--- config.mk ---
export PLATFORM = sky130hd
export DESIGN_NAME = seconds_to_dos_datetime_top
export DESIGN_NICKNAME = d
export VERILOG_FILES = /design/src/design/sdt_pkg.sv /design/src/design/sdt_datapath.sv /design/src/design/sdt_controller.sv /design/src/design/seconds_to_dos_datetime_top.sv
export SDC_FILE = /design/constraint.sdc
export NUM_CORES = 1
export LEC_CHECK = 0
export ABC_AREA = 1
export BUFFER_PORTS_ARGS = -buffer_cell sky130_fd_sc_hd__buf_4
export CAP_MARGIN = 10
export CORE_MARGIN = 1
export CORE_UTILIZATION = 59
export CTS_BUF_LIST = sky130_fd_sc_hd__clkbuf_2 sky130_fd_sc_hd__clkbuf_4 sky130_fd_sc_hd__clkbuf_8
export DETAILED_ROUTE_END_ITERATION = 8
export GPL_TIMING_DRIVEN = 0
export PLACE_DENSITY = 0.87
export SLEW_MARGIN = 20
export SYNTH_ARGS = -nofsm -noshare
export SYNTH_HDL_FRONTEND = slang
export SYNTH_SLANG_ARGS = --single-unit
export TNS_END_PERCENT = 1
--- constraint.sdc ---
create_clock -name clk -period 5.9 [get_ports clk]
set_input_delay 0.59 -clock clk [delete_from_list [all_inputs] [get_ports clk]]
set_output_delay 0.59 -clock clk [all_outputs]
set_load 0.005 [all_outputs]
--- src/design/sdt_pkg.sv ---
// ----------------------------------------------------------------------------
// sdt_pkg
// Types, constants and calendar helpers for the seconds to DOS date-time block.
// ----------------------------------------------------------------------------
package sdt_pkg;

  // Seconds in a day, an hour and a minute. Only the low-order bits of the
  // products that use them are needed, so each is kept just that wide.
  localparam logic [16:0] SecsPerDay  = 17'd86400;
  localparam logic [11:0] SecsPerHour = 12'd3600;
  localparam logic [5:0]  SecsPerMin  = 6'd60;

  // Reciprocals for division by a constant. The dividend is first shifted
  // right by the power of two in the divisor (7, 4 and 2 bits), multiplied,
  // and the quotient taken from bit 35, 21 and 14 of the product.
  localparam logic [25:0] DayRecip  = 26'd50903317; // 2^35 / 675, rounded up
  localparam logic [13:0] HourRecip = 14'd9321;     // 2^21 / 225, rounded up
  localparam logic [10:0] MinRecip  = 11'd1093;     // 2^14 / 15, rounded up

  // Year offsets counted from 1970.
  localparam logic [7:0] OffDosBase   = 8'd10;  // 1980
  localparam logic [7:0] OffLastPlain = 8'd50;  // 2020
  localparam logic [7:0] OffShifted   = 8'd76;  // 1980 + 66
  localparam logic [7:0] OffCentury   = 8'd130; // 2100, not a leap year

  typedef enum logic [3:0] {
    S_IDLE,
    S_DAY,
    S_TOD,
    S_HOUR,
    S_REM,
    S_MIN,
    S_YEAR,
    S_MONTH
  } state_t;

  typedef enum logic [3:0] {
    OP_NONE,
    OP_LOAD,
    OP_DAY,
    OP_TOD,
    OP_HOUR,
    OP_REM,
    OP_MIN,
    OP_YEAR_STEP,
    OP_MONTH_STEP,
    OP_FINISH
  } op_t;

  // Command from the controller to the datapath.
  typedef struct packed {
    op_t op;
  } ctl_t;

  // Status from the datapath to the controller.
  typedef struct packed {
    logic year_fits;
    logic month_fits;
  } status_t;

  // Leap year test on the offset from 1970 (valid for 1970 to 2199).
  function automatic logic is_leap(input logic [7:0] yoff);
    is_leap = (yoff[1:0] == 2'd2) && (yoff != OffCentury);
  endfunction

  // Length of a month, January is 0.
  function automatic logic [4:0] month_len(input logic [3:0] mon, input logic leap);
    logic [4:0] len;
    unique case (mon)
      4'd1:                      len = leap ? 5'd29 : 5'd28;
      4'd3, 4'd5, 4'd8, 4'd10:   len = 5'd30;
      default:                   len = 5'd31;
    endcase
    month_len = len;
  endfunction

endpackage

--- src/design/sdt_datapath.sv ---
// ----------------------------------------------------------------------------
// sdt_datapath
// Reciprocal dividers, calendar walk registers and result registers.
// ----------------------------------------------------------------------------
module sdt_datapath (
  input  logic           clk,
  input  logic           rst_n,
  input  sdt_pkg::ctl_t  ctl,
  input  logic [31:0]    in_seconds_count,
  output sdt_pkg::status_t status,
  output logic           out_strobe,
  output logic [30:0]    out_packed_datetime,
  output logic [6:0]     out_year_since_1980,
  output logic [3:0]     out_month_number,
  output logic [4:0]     out_day_of_month,
  output logic [4:0]     out_hour_of_day,
  output logic [5:0]     out_minute_of_hour,
  output logic [4:0]     out_half_seconds
);
  import sdt_pkg::*;

  logic [31:0] secs_r, secs_nxt;
  logic [15:0] days_r, days_nxt;
  logic [16:0] tod_r, tod_nxt;
  logic [4:0]  hour_r, hour_nxt;
  logic [11:0] rem_r, rem_nxt;
  logic [5:0]  mins_r, mins_nxt;
  logic [7:0]  yoff_r, yoff_nxt;
  logic [3:0]  mon_r, mon_nxt;
  logic        strobe_r;

  logic [30:0] packed_r;
  logic [6:0]  year_r;
  logic [3:0]  month_r;
  logic [4:0]  day_r;
  logic [4:0]  hour_out_r;
  logic [5:0]  minute_r;
  logic [4:0]  half_r;

  logic [50:0] day_prod;
  logic [16:0] day_secs;
  logic [26:0] hour_prod;
  logic [11:0] hour_secs;
  logic [20:0] min_prod;
  logic [5:0]  min_secs;
  logic [5:0]  sec_fin;
  logic        leap;
  logic [8:0]  year_len;
  logic [4:0]  mon_len;
  logic [6:0]  year_fin;
  logic [3:0]  month_fin;
  logic [4:0]  day_fin;
  logic [4:0]  half_fin;

  // Quotients by reciprocal multiplication, one product per cycle.
  assign day_prod  = {26'd0, secs_r[31:7]} * {25'd0, DayRecip};
  assign hour_prod = {14'd0, tod_r[16:4]} * {13'd0, HourRecip};
  assign min_prod  = {11'd0, rem_r[11:2]} * {10'd0, MinRecip};

  // Remainders need only the low bits of quotient times divisor.
  assign day_secs  = {1'b0, days_r} * SecsPerDay;
  assign hour_secs = {7'd0, hour_r} * SecsPerHour;
  assign min_secs  = mins_r * SecsPerMin;
  assign sec_fin   = rem_r[5:0] - min_secs;

  // Year and month lengths for the current position of the walk.
  assign leap     = is_leap(yoff_r);
  assign year_len = leap ? 9'd366 : 9'd365;
  assign mon_len  = month_len(mon_r, leap);

  assign status.year_fits  = (days_r < {7'd0, year_len});
  assign status.month_fits = (days_r < {11'd0, mon_len});

  // Year field: clamp below 1980, zero from 2021 to 2045, 66 years off from 2046.
  always_comb begin
    priority if (yoff_r < OffDosBase) begin
      year_fin = 7'd0;
    end else if (yoff_r <= OffLastPlain) begin
      year_fin = 7'(yoff_r - OffDosBase);
    end else if (yoff_r < OffShifted) begin
      year_fin = 7'd0;
    end else begin
      year_fin = 7'(yoff_r - OffShifted);
    end
  end

  assign month_fin = mon_r + 4'd1;
  assign day_fin   = 5'(days_r + 16'd1);
  assign half_fin  = sec_fin[5:1];

  // Next-value logic for the working registers.
  always_comb begin
    secs_nxt = secs_r;
    days_nxt = days_r;
    tod_nxt  = tod_r;
    hour_nxt = hour_r;
    rem_nxt  = rem_r;
    mins_nxt = mins_r;
    yoff_nxt = yoff_r;
    mon_nxt  = mon_r;
    unique case (ctl.op)
      OP_LOAD: begin
        secs_nxt = in_seconds_count;
        yoff_nxt = 8'd0;
        mon_nxt  = 4'd0;
      end
      OP_DAY: begin
        days_nxt = day_prod[50:35];
      end
      OP_TOD: begin
        tod_nxt = secs_r[16:0] - day_secs;
      end
      OP_HOUR: begin
        hour_nxt = hour_prod[25:21];
      end
      OP_REM: begin
        rem_nxt = tod_r[11:0] - hour_secs;
      end
      OP_MIN: begin
        mins_nxt = min_prod[19:14];
      end
      OP_YEAR_STEP: begin
        days_nxt = days_r - {7'd0, year_len};
        yoff_nxt = yoff_r + 8'd1;
      end
      OP_MONTH_STEP: begin
        days_nxt = days_r - {11'd0, mon_len};
        mon_nxt  = mon_r + 4'd1;
      end
      default: begin
      end
    endcase
  end

  // Working registers carry payload only.
  always_ff @(posedge clk) begin
    secs_r <= secs_nxt;
    days_r <= days_nxt;
    tod_r  <= tod_nxt;
    hour_r <= hour_nxt;
    rem_r  <= rem_nxt;
    mins_r <= mins_nxt;
    yoff_r <= yoff_nxt;
    mon_r  <= mon_nxt;
  end

  // Result registers, loaded when the walk has finished. The year never
  // exceeds 60, so its top bit is always clear and the packed word drops it.
  always_ff @(posedge clk) begin
    if (ctl.op == OP_FINISH) begin
      packed_r   <= {year_fin[5:0], month_fin, day_fin, hour_r, mins_r, half_fin};
      year_r     <= year_fin;
      month_r    <= month_fin;
      day_r      <= day_fin;
      hour_out_r <= hour_r;
      minute_r   <= mins_r;
      half_r     <= half_fin;
    end
  end

  // The strobe marks a result for exactly one cycle.
  always_ff @(posedge clk) begin
    if (!rst_n) begin
      strobe_r <= 1'b0;
    end else begin
      strobe_r <= (ctl.op == OP_FINISH);
    end
  end

  assign out_strobe          = strobe_r;
  assign out_packed_datetime = packed_r;
  assign out_year_since_1980 = year_r;
  assign out_month_number    = month_r;
  assign out_day_of_month    = day_r;
  assign out_hour_of_day     = hour_out_r;
  assign out_minute_of_hour  = minute_r;
  assign out_half_seconds    = half_r;

endmodule

--- src/design/sdt_controller.sv ---
// ----------------------------------------------------------------------------
// sdt_controller
// Sequencer for the division steps and the year and month walk.
// ----------------------------------------------------------------------------
module sdt_controller (
  input  logic             clk,
  input  logic             rst_n,
  input  logic             start,
  input  sdt_pkg::status_t status,
  output logic             busy,
  output sdt_pkg::ctl_t    ctl
);
  import sdt_pkg::*;

  state_t state_r, state_nxt;

  // Next state.
  always_comb begin
    state_nxt = state_r;
    unique case (state_r)
      S_IDLE:  if (start) state_nxt = S_DAY;
      S_DAY:   state_nxt = S_TOD;
      S_TOD:   state_nxt = S_HOUR;
      S_HOUR:  state_nxt = S_REM;
      S_REM:   state_nxt = S_MIN;
      S_MIN:   state_nxt = S_YEAR;
      S_YEAR:  if (status.year_fits) state_nxt = S_MONTH;
      S_MONTH: if (status.month_fits) state_nxt = S_IDLE;
      default: state_nxt = S_IDLE;
    endcase
  end

  // Commands to the datapath.
  always_comb begin
    ctl.op = OP_NONE;
    unique case (state_r)
      S_IDLE:  ctl.op = start ? OP_LOAD : OP_NONE;
      S_DAY:   ctl.op = OP_DAY;
      S_TOD:   ctl.op = OP_TOD;
      S_HOUR:  ctl.op = OP_HOUR;
      S_REM:   ctl.op = OP_REM;
      S_MIN:   ctl.op = OP_MIN;
      S_YEAR:  ctl.op = status.year_fits ? OP_NONE : OP_YEAR_STEP;
      S_MONTH: ctl.op = status.month_fits ? OP_FINISH : OP_MONTH_STEP;
      default: ctl.op = OP_NONE;
    endcase
  end

  assign busy = (state_r != S_IDLE);

  always_ff @(posedge clk) begin
    if (!rst_n) begin
      state_r <= S_IDLE;
    end else begin
      state_r <= state_nxt;
    end
  end

endmodule

--- src/design/seconds_to_dos_datetime_top.sv ---
// ----------------------------------------------------------------------------
// seconds_to_dos_datetime_top
// Converts a 32-bit count of seconds since 1970 into a DOS date-time word.
// ----------------------------------------------------------------------------
// A transaction is taken when start is high and busy is low. The block then
// stays busy through the steps of reciprocal multiplication (days, time of
// day, hour, seconds within the hour, minute) and a walk of one year, then
// one month, per cycle, with a further step each to find that the year and
// the month fit. The result appears on the out_ ports, marked by out_strobe
// for exactly one cycle, in the cycle in which busy falls; the receiver
// cannot stall it, and a new transaction may start in that same cycle.
module seconds_to_dos_datetime_top (
  input  logic        clk,
  input  logic        rst_n,
  input  logic        start,
  output logic        busy,
  input  logic [31:0] in_seconds_count,
  output logic        out_strobe,
  output logic [30:0] out_packed_datetime,
  output logic [6:0]  out_year_since_1980,
  output logic [3:0]  out_month_number,
  output logic [4:0]  out_day_of_month,
  output logic [4:0]  out_hour_of_day,
  output logic [5:0]  out_minute_of_hour,
  output logic [4:0]  out_half_seconds
);
  import sdt_pkg::*;

  ctl_t    ctl;
  status_t status;

  // Sequencer.
  sdt_controller u_ctrl (
    .clk    (clk),
    .rst_n  (rst_n),
    .start  (start),
    .status (status),
    .busy   (busy),
    .ctl    (ctl)
  );

  // Arithmetic and result registers.
  sdt_datapath u_dp (
    .clk                 (clk),
    .rst_n               (rst_n),
    .ctl                 (ctl),
    .in_seconds_count    (in_seconds_count),
    .status              (status),
    .out_strobe          (out_strobe),
    .out_packed_datetime (out_packed_datetime),
    .out_year_since_1980 (out_year_since_1980),
    .out_month_number    (out_month_number),
    .out_day_of_month    (out_day_of_month),
    .out_hour_of_day     (out_hour_of_day),
    .out_minute_of_hour  (out_minute_of_hour),
    .out_half_seconds    (out_half_seconds)
  );

endmodule

==> out/results.tsv, run 1 <==
metric	value	unit
result of the run	finished clean	
GP Congestion	0.995	
port bufs	98	
Core Util, Final	0.674	
R2R depth	21	
clock root buffer	clkbuf_8	
area delta synth->final	12.5	%
GRT met2 Usage	0.540	
die area	40100	µm²
initial antenna violation count	0	
worst clock skew	0.0361	ns
Clock transition at path regs	0.12	ns
GRT overflow	0	
Mapped Area	23200	µm²
critical path class	flop to flop	
Syn Nets	3583	
Placement Setup Slack	-0.542	ns
Slew Limit Fails	0	
total CTS buffers	17	
RSZ-0062 raised after global routing	true	
Die Y-Extent	200	µm
GRT Total Usage	0.300	
largest net degree at the start of global routing	26	
Final Cell Area	26100	µm²
Most used DFF post-synth	edfxtp_1	
synthesis-stage register bit count	133	
synth cell count leaders	inv_1, nand2_1, ha_1, fa_1, nor2_1	
Final min period	5.83	ns
cell taking the most area after synthesis	ha_1	
antenna-violating nets left	0	
Final Hold Vio Count	0	
Async SR Flop Fraction	0	
WP data required	6.17	ns
number of diodes	0	
Routed WL	60.6	mm
reg-to-reg startpoint	u_dp.secs_r[29]$_DFFE_PP_	
Row Count	72	
Max Root-Sink Buffers	2	
CP max-delay cell	fa_1	
Synth top area share	0.258	
Adder-Cell Fraction of Synth Area	0.455	
Cell variety after synth	44	
GRT Max-Usage Layer	met2	
dominant cells by area after synthesis	ha_1, fa_1, edfxtp_1, inv_1, nand2_1	
hold wc startpoint	in_seconds_count[31]	
syn avg cell area	8.17	µm²
worst hold stages	1	
share of layout cells above drive strength 1	0.124	
crit start category	flop	
peak per-stage delay on the critical path	0.63	ns
complex-gate fraction of the synthesized area	0.0398	
Slew headroom	0.318	
CP Capture Type	flop	
drt first pass iters	6	
H-Tree Level Count	4	
XOR/XNOR Fraction of Synth Area	0.0291	
clock sinks	133	
EDFF count, synth	129	
Synth Area in Simple Gates	0.164	
Die Wd	200	µm
hold_buf cts	0	
largest family of logic cells by synthesized area	adder cells	
first-pass GRT wire length	94.9	mm
mux cell area share after synthesis	0	
number of global-route vias before repair	19500	
Avg WL per Cell	17.0	µm
Fmax achieved	172	MHz
total number of vias	19000	
most frequent cell after synthesis	inv_1	
hold path endpoint	u_dp.secs_r[31]$_DFFE_PP_	
core box area	38700	µm²
M1 GR Usage	0.342	
TritonCTS clock tree	built	
Top Ports	100	
cells after synthesis	2841	
# DRC	0	
placed instance area	24700	µm²
placed insts	3461	
worst reg2reg endpoint	u_dp.days_r[3]$_DFFE_PP_	
Setup-failing EPs final	0	
clk_lat worst skew	0.53	ns
Detailed Route Iter0 Violations	1064	
fin crit share	0.988	
HP Class	input port to flop	
GR Util met3	0.0443	
worst-path fanout max	4	
Worst-Margin Slew	1.01	ns
dpl hpwl	47.8	mm
number of max-cap violations	0	
crit-path cells	fa_1 > inv_1 > fa_1 > inv_1 > fa_1 > inv_1 > fa_1 > inv_1 > fa_1 > fa_1 > ha_4 > ha_4 > nand2_2 > nor2_4 > nand2_2 > nor3_4 > nand4_1 > nand4_1 > nand2_1 > nand2_1 > nand2_1	
Layout Cells excl Fill	3562	
nets	3773	
Yosys warnings	0	
final worst setup slack	0.0735	ns
Initial Util	0.599	
most used cell, CP	fa_1	
R2R setup slack	0.07	ns
DR vias/cell	5.34	
CP Data Arrival Time	6.10	ns
Seq/Total Area, Yosys	0.170	
-- worst max path at each step --
stage / start / to / slack [ns] / cells past startpoint
floorplan: u_dp.secs_r[30]$_DFFE_PP_ / u_dp.days_r[6]$_DFFE_PP_ / 0.40 / 21
global placement: u_dp.secs_r[12]$_DFFE_PP_ / u_dp.days_r[10]$_DFFE_PP_ / -0.38 / 25
detailed placement: u_dp.secs_r[12]$_DFFE_PP_ / u_dp.days_r[15]$_DFFE_PP_ / -0.54 / 25
CTS: u_dp.secs_r[26]$_DFFE_PP_ / u_dp.days_r[6]$_DFFE_PP_ / -0.04 / 21
global route: u_dp.secs_r[22]$_DFFE_PP_ / u_dp.days_r[1]$_DFFE_PP_ / -0.10 / 23
finish: u_dp.secs_r[29]$_DFFE_PP_ / u_dp.days_r[3]$_DFFE_PP_ / 0.07 / 21
-- placed cells by master, fill, tap and decap left out, drive strengths merged, types with 45 or more instances in the layout --
master	Yosys	final
inv	800	806
nand2	608	608
ha	479	479
fa	228	228
buf	38	209
nor2	170	170
edfxtp	129	129
a21oi	94	94
nand3	72	72
xor2	57	57
o21ai	45	45
-- metal layers --
metal	share of wire	vias up	wire, µm
met5	0	-	0
met4	0.062	0	3760
met3	0.059	242	3610
met2	0.50	720	30500
met1	0.38	9008	22800
li1	-	9051	-
-- area by class of cell --
| class | count | area [µm²] |
|---|---|---|
| multi-input cells | 1869 | 16400 |
| fillers | 2943 | 12600 |
| flip-flops and latches | 133 | 3950 |
| inverters | 800 | 3000 |
| repair buffers | 171 | 1350 |
| well taps | 518 | 648 |
| plain buffers | 39 | 292 |
| clock buffers | 17 | 234 |
| clock inverters | 15 | 171 |
-- worst max-delay path: cells and delay by family, from the launching register on --
family / cells / cell delay, ns
adders and majority gates: 8 / 3.77
buffers and inverters: 4 / 0.22
DFF: 1 / 0.52
and+or+nand+nor: 9 / 1.06
-- through the flow --
step | TNS [ns] | hold WS (ns)
floorplan | 0 | 0.400
global placement | -7.84 | 0.405
detailed placement | -6.88 | 0.405
CTS | -0.0908 | 0.188
global route | -0.795 | 0.207
finish | 0 | 0.227
-- kinds of logic after synthesis --
kind of cell,count (synthesis)
AND/OR/NAND/NOR,917
buffers and inverters,839
adder cells (fa/ha/maj),707
AO/OA/AOI/OAI,168
flip-flops,133
XOR/XNOR,77
-- flip-flops by register name (all words and copies together), names as in the netlist --
| signal | count |
|---|---|
| u_dp.out_year_since_1980 | 7 |
| u_dp.mon_r | 4 |
| u_dp.out_month_number | 3 |
| u_dp.yoff_r | 8 |
| u_dp.out_hour_of_day | 4 |
| u_ctrl.state_r | 3 |
| u_dp.mins_r | 6 |
| u_dp.tod_r | 16 |
| u_dp.out_minute_of_hour | 5 |
| u_dp.out_half_seconds | 4 |
| u_dp.out_strobe | 1 |
| u_dp.hour_r | 5 |
| u_dp.rem_r | 11 |
| u_dp.out_day_of_month | 4 |
| u_dp.out_packed_datetime | 5 |
| u_dp.days_r | 16 |
| u_dp.secs_r | 31 |
-- timing repair --
action                     CTS  global route
buffers inserted            45            24
gates resized for setup     11           110
cloned                       0             0
pin swaps                    0            25
setup endpoints to repair   16            16
Power of run 1 is left out: the tool's default activity adds up to more than one toggle a clock period on the data nets, which glitch-free logic cannot reach.
==> inputs of run 2 (changes only) <==
--- a/config.mk
+++ b/config.mk
@@ -5,7 +5,6 @@
 export SDC_FILE = /design/constraint.sdc
 export NUM_CORES = 1
 export LEC_CHECK = 0
-export ABC_AREA = 1
 export BUFFER_PORTS_ARGS = -buffer_cell sky130_fd_sc_hd__buf_4
 export CAP_MARGIN = 10
 export CORE_MARGIN = 1
==> run 2 against run 1 <==
- worst hold slack gained 0.039 ns
- clock skew shrank 0.011 ns
- cell area decreased by 10%
- routed wire length is 16% lower
- count of clock-buffer cells in the layout is the same
- critical path depth stayed put
- the run now ends with negative setup slack left
- largest cell class unchanged
==> out/results.tsv, run 2 <==
metric	value	unit
CP Capture Type	flop	
GRT overflow	0	
nets	2950	
Synth top area share	0.292	
Cell variety after synth	74	
port bufs	98	
RSZ-0062 raised after global routing	true	
total CTS buffers	17	
Worst-Margin Slew	1.01	ns
TritonCTS clock tree	built	
number of max-cap violations	0	
Slew headroom	0.323	
Routed WL	51.1	mm
clock root buffer	clkbuf_8	
clk_lat worst skew	0.49	ns
reg-to-reg startpoint	u_dp.secs_r[20]$_DFFE_PP_	
Die Wd	189	µm
Setup-failing EPs final	16	
cell taking the most area after synthesis	ha_1	
Top Ports	100	
hold wc startpoint	in_seconds_count[11]	
Most used DFF post-synth	edfxtp_1	
Detailed Route Iter0 Violations	1055	
dominant cells by area after synthesis	ha_1, fa_1, edfxtp_1, inv_1, xnor2_1	
worst clock skew	0.0247	ns
Multi-input gate area	14900	µm²
H-Tree Level Count	4	
most common library cell in the layout ignoring fill and taps	inv_1	
Die Y-Extent	189	µm
CP Data Arrival Time	6.94	ns
initial antenna violation count	0	
crit start category	flop	
worst-path fanout max	6	
drt first pass iters	5	
violated checks	negative setup slack	
Slew Limit Fails	0	
Row Count	67	
# DRC	0	
dpl hpwl	38.2	mm
share of layout cells above drive strength 1	0.159	
hold_buf cts	0	
EDFF count, synth	129	
Avg WL per Cell	19.1	µm
result of the run	finished with violations	
final worst setup slack	-0.816	ns
R2R depth	21	
critical path class	flop to flop	
antenna-violating nets left	0	
Mapped Area	20600	µm²
Final Hold Vio Count	0	
Max Root-Sink Buffers	2	
Yosys warnings	0	
syn avg cell area	10.3	µm²
largest net degree at the start of global routing	28	
hold path endpoint	u_dp.secs_r[11]$_DFFE_PP_	
most frequent cell after synthesis	inv_1	
number of diodes	0	
Fmax achieved	149	MHz
Final min period	6.72	ns
Syn Nets	2744	
clock sinks	133	
Seq/Total Area, Yosys	0.192	
Async SR Flop Fraction	0	
HP Class	input port to flop	
commonest cells after routing, fill and taps aside	inv_1, ha_1, fa_1	
Largest register FFs	31	
GP Congestion	0.957	
GRT Total Usage	0.290	
fin crit share	1.14	
worst reg2reg endpoint	u_dp.days_r[15]$_DFFE_PP_	
area delta synth->final	14.3	%
Placement Setup Slack	-1.34	ns
synthesis-stage register bit count	133	
fillers	2193	
core box area	33900	µm²
biggest registers after layout	u_dp.secs_r (31), u_dp.days_r (16), u_dp.tod_r (16)	
Top reg by flops	u_dp.secs_r	
DR vias/cell	5.79	
synth cell count leaders	inv_1, ha_1, fa_1, edfxtp_1, a21oi_1	
worst hold stages	1	
R2R setup slack	-0.82	ns
Initial Util	0.607	
FF/Latch Area	3950	µm²
total number of vias	15400	
cells after synthesis	2002	
die area	35600	µm²
Clock transition at path regs	0.11	ns
first-pass GRT wire length	80.2	mm
number of global-route vias before repair	16400	
WP data required	6.12	ns
==> run 2: cell count changes in the layout (fill, tap and decap cells not counted), sizes merged, moves of 13 or more <==
| cell | before | now |
|---|---|---|
| nor2 | 170 | 63 |
| a21oi | 94 | 79 |
| inv | 806 | 507 |
| a21o | 2 | 29 |
| xnor2 | 20 | 54 |
| buf | 209 | 222 |
| nand2 | 608 | 62 |
| nand3 | 72 | 20 |
| nand4 | 31 | 13 |
| clkbuf | 18 | 32 |
| xor2 | 57 | 21 |
==> run 2: worst max-delay path by stage <==
| stage | end | slack [ns] | start |
|---|---|---|---|
| floorplan | u_dp.days_r[15]$_DFFE_PP_ | -0.35 | u_dp.secs_r[12]$_DFFE_PP_ |
| global placement | u_dp.days_r[10]$_DFFE_PP_ | -1.24 | u_dp.secs_r[16]$_DFFE_PP_ |
| detailed placement | u_dp.days_r[10]$_DFFE_PP_ | -1.34 | u_dp.secs_r[16]$_DFFE_PP_ |
| CTS | u_dp.days_r[15]$_DFFE_PP_ | -0.67 | u_dp.secs_r[11]$_DFFE_PP_ |
| global route | u_dp.days_r[15]$_DFFE_PP_ | -0.92 | u_dp.secs_r[13]$_DFFE_PP_ |
| finish | u_dp.days_r[15]$_DFFE_PP_ | -0.82 | u_dp.secs_r[20]$_DFFE_PP_ |
==> run 2: worst max-delay path, stage by stage (launching register included) <==
cell      delay (ns)
edfxtp_1        0.38
buf_4           0.12
buf_4           0.12
ha_1            0.18
inv_1           0.07
fa_1            0.39
inv_1           0.12
fa_1            0.48
fa_1            0.52
inv_1           0.07
fa_1            0.53
fa_1            0.54
fa_1            0.55
inv_1           0.07
ha_4            0.30
nand4_1         0.16
a2111o_1        0.46
a211oi_4        0.29
o21ai_2         0.11
o311a_1         0.40
o21ai_1         0.13
or4b_4          0.46
==> run 2: timing repair <==
item / in CTS / in global routing
endpoints found under the setup margin: 16 / 16
gates resized for setup: 42 / 41
pin swaps: 25 / 47
buffers inserted: 71 / 12
==> run 2: stage by stage <==
step	TNS [ns]	utilization	hold slack, ns	cells	cell area [µm²]
2_1_floorplan	-1.03	-	0.400	2002	20600
6_report	-8.11	0.693	0.266	2669	23500
3_3_place_gp	-25.80	0.648	0.403	2548	21900
5_1_grt	-10.62	0.693	0.248	2669	23500
3_5_place_dp	-16.54	0.651	0.405	2554	22000
4_1_cts	-5.84	0.684	0.255	2657	23200
==> run 2: final cells by class <==
class / count / area share
inverters: 500 / 0.0799
clock inverters: 15 / 0.00613
repair buffers: 187 / 0.0630
well taps: 448 / 0.0239
clock buffers: 17 / 0.00996
multi-input cells: 1319 / 0.636
plain buffers: 50 / 0.0132
flip-flops and latches: 133 / 0.168
==> run 2: logic make-up (layout without fill, tap and decap cells) <==
kind of cell / Yosys count / after routing / synth area share
AOI/OAI and AO/OA: 285 / 285 / 0.0913
muxes: 7 / 7 / 0.00402
and+or+nand+nor: 245 / 245 / 0.0604
adders and majority gates: 707 / 707 / 0.514
xor gates and xnor gates: 75 / 75 / 0.0320
buffers and inverters: 550 / 769 / 0.106
DFF: 133 / 133 / 0.192
==> run 2: routing by layer <==
metal,up-vias,GRT usage,part of all wire
li1,7044,-,-
met2,711,0.510,0.49
met5,-,0,0
met1,7470,0.334,0.37
met4,0,0.158,0.060
met3,222,0.0490,0.072
Power of run 2 is left out for the same reason.
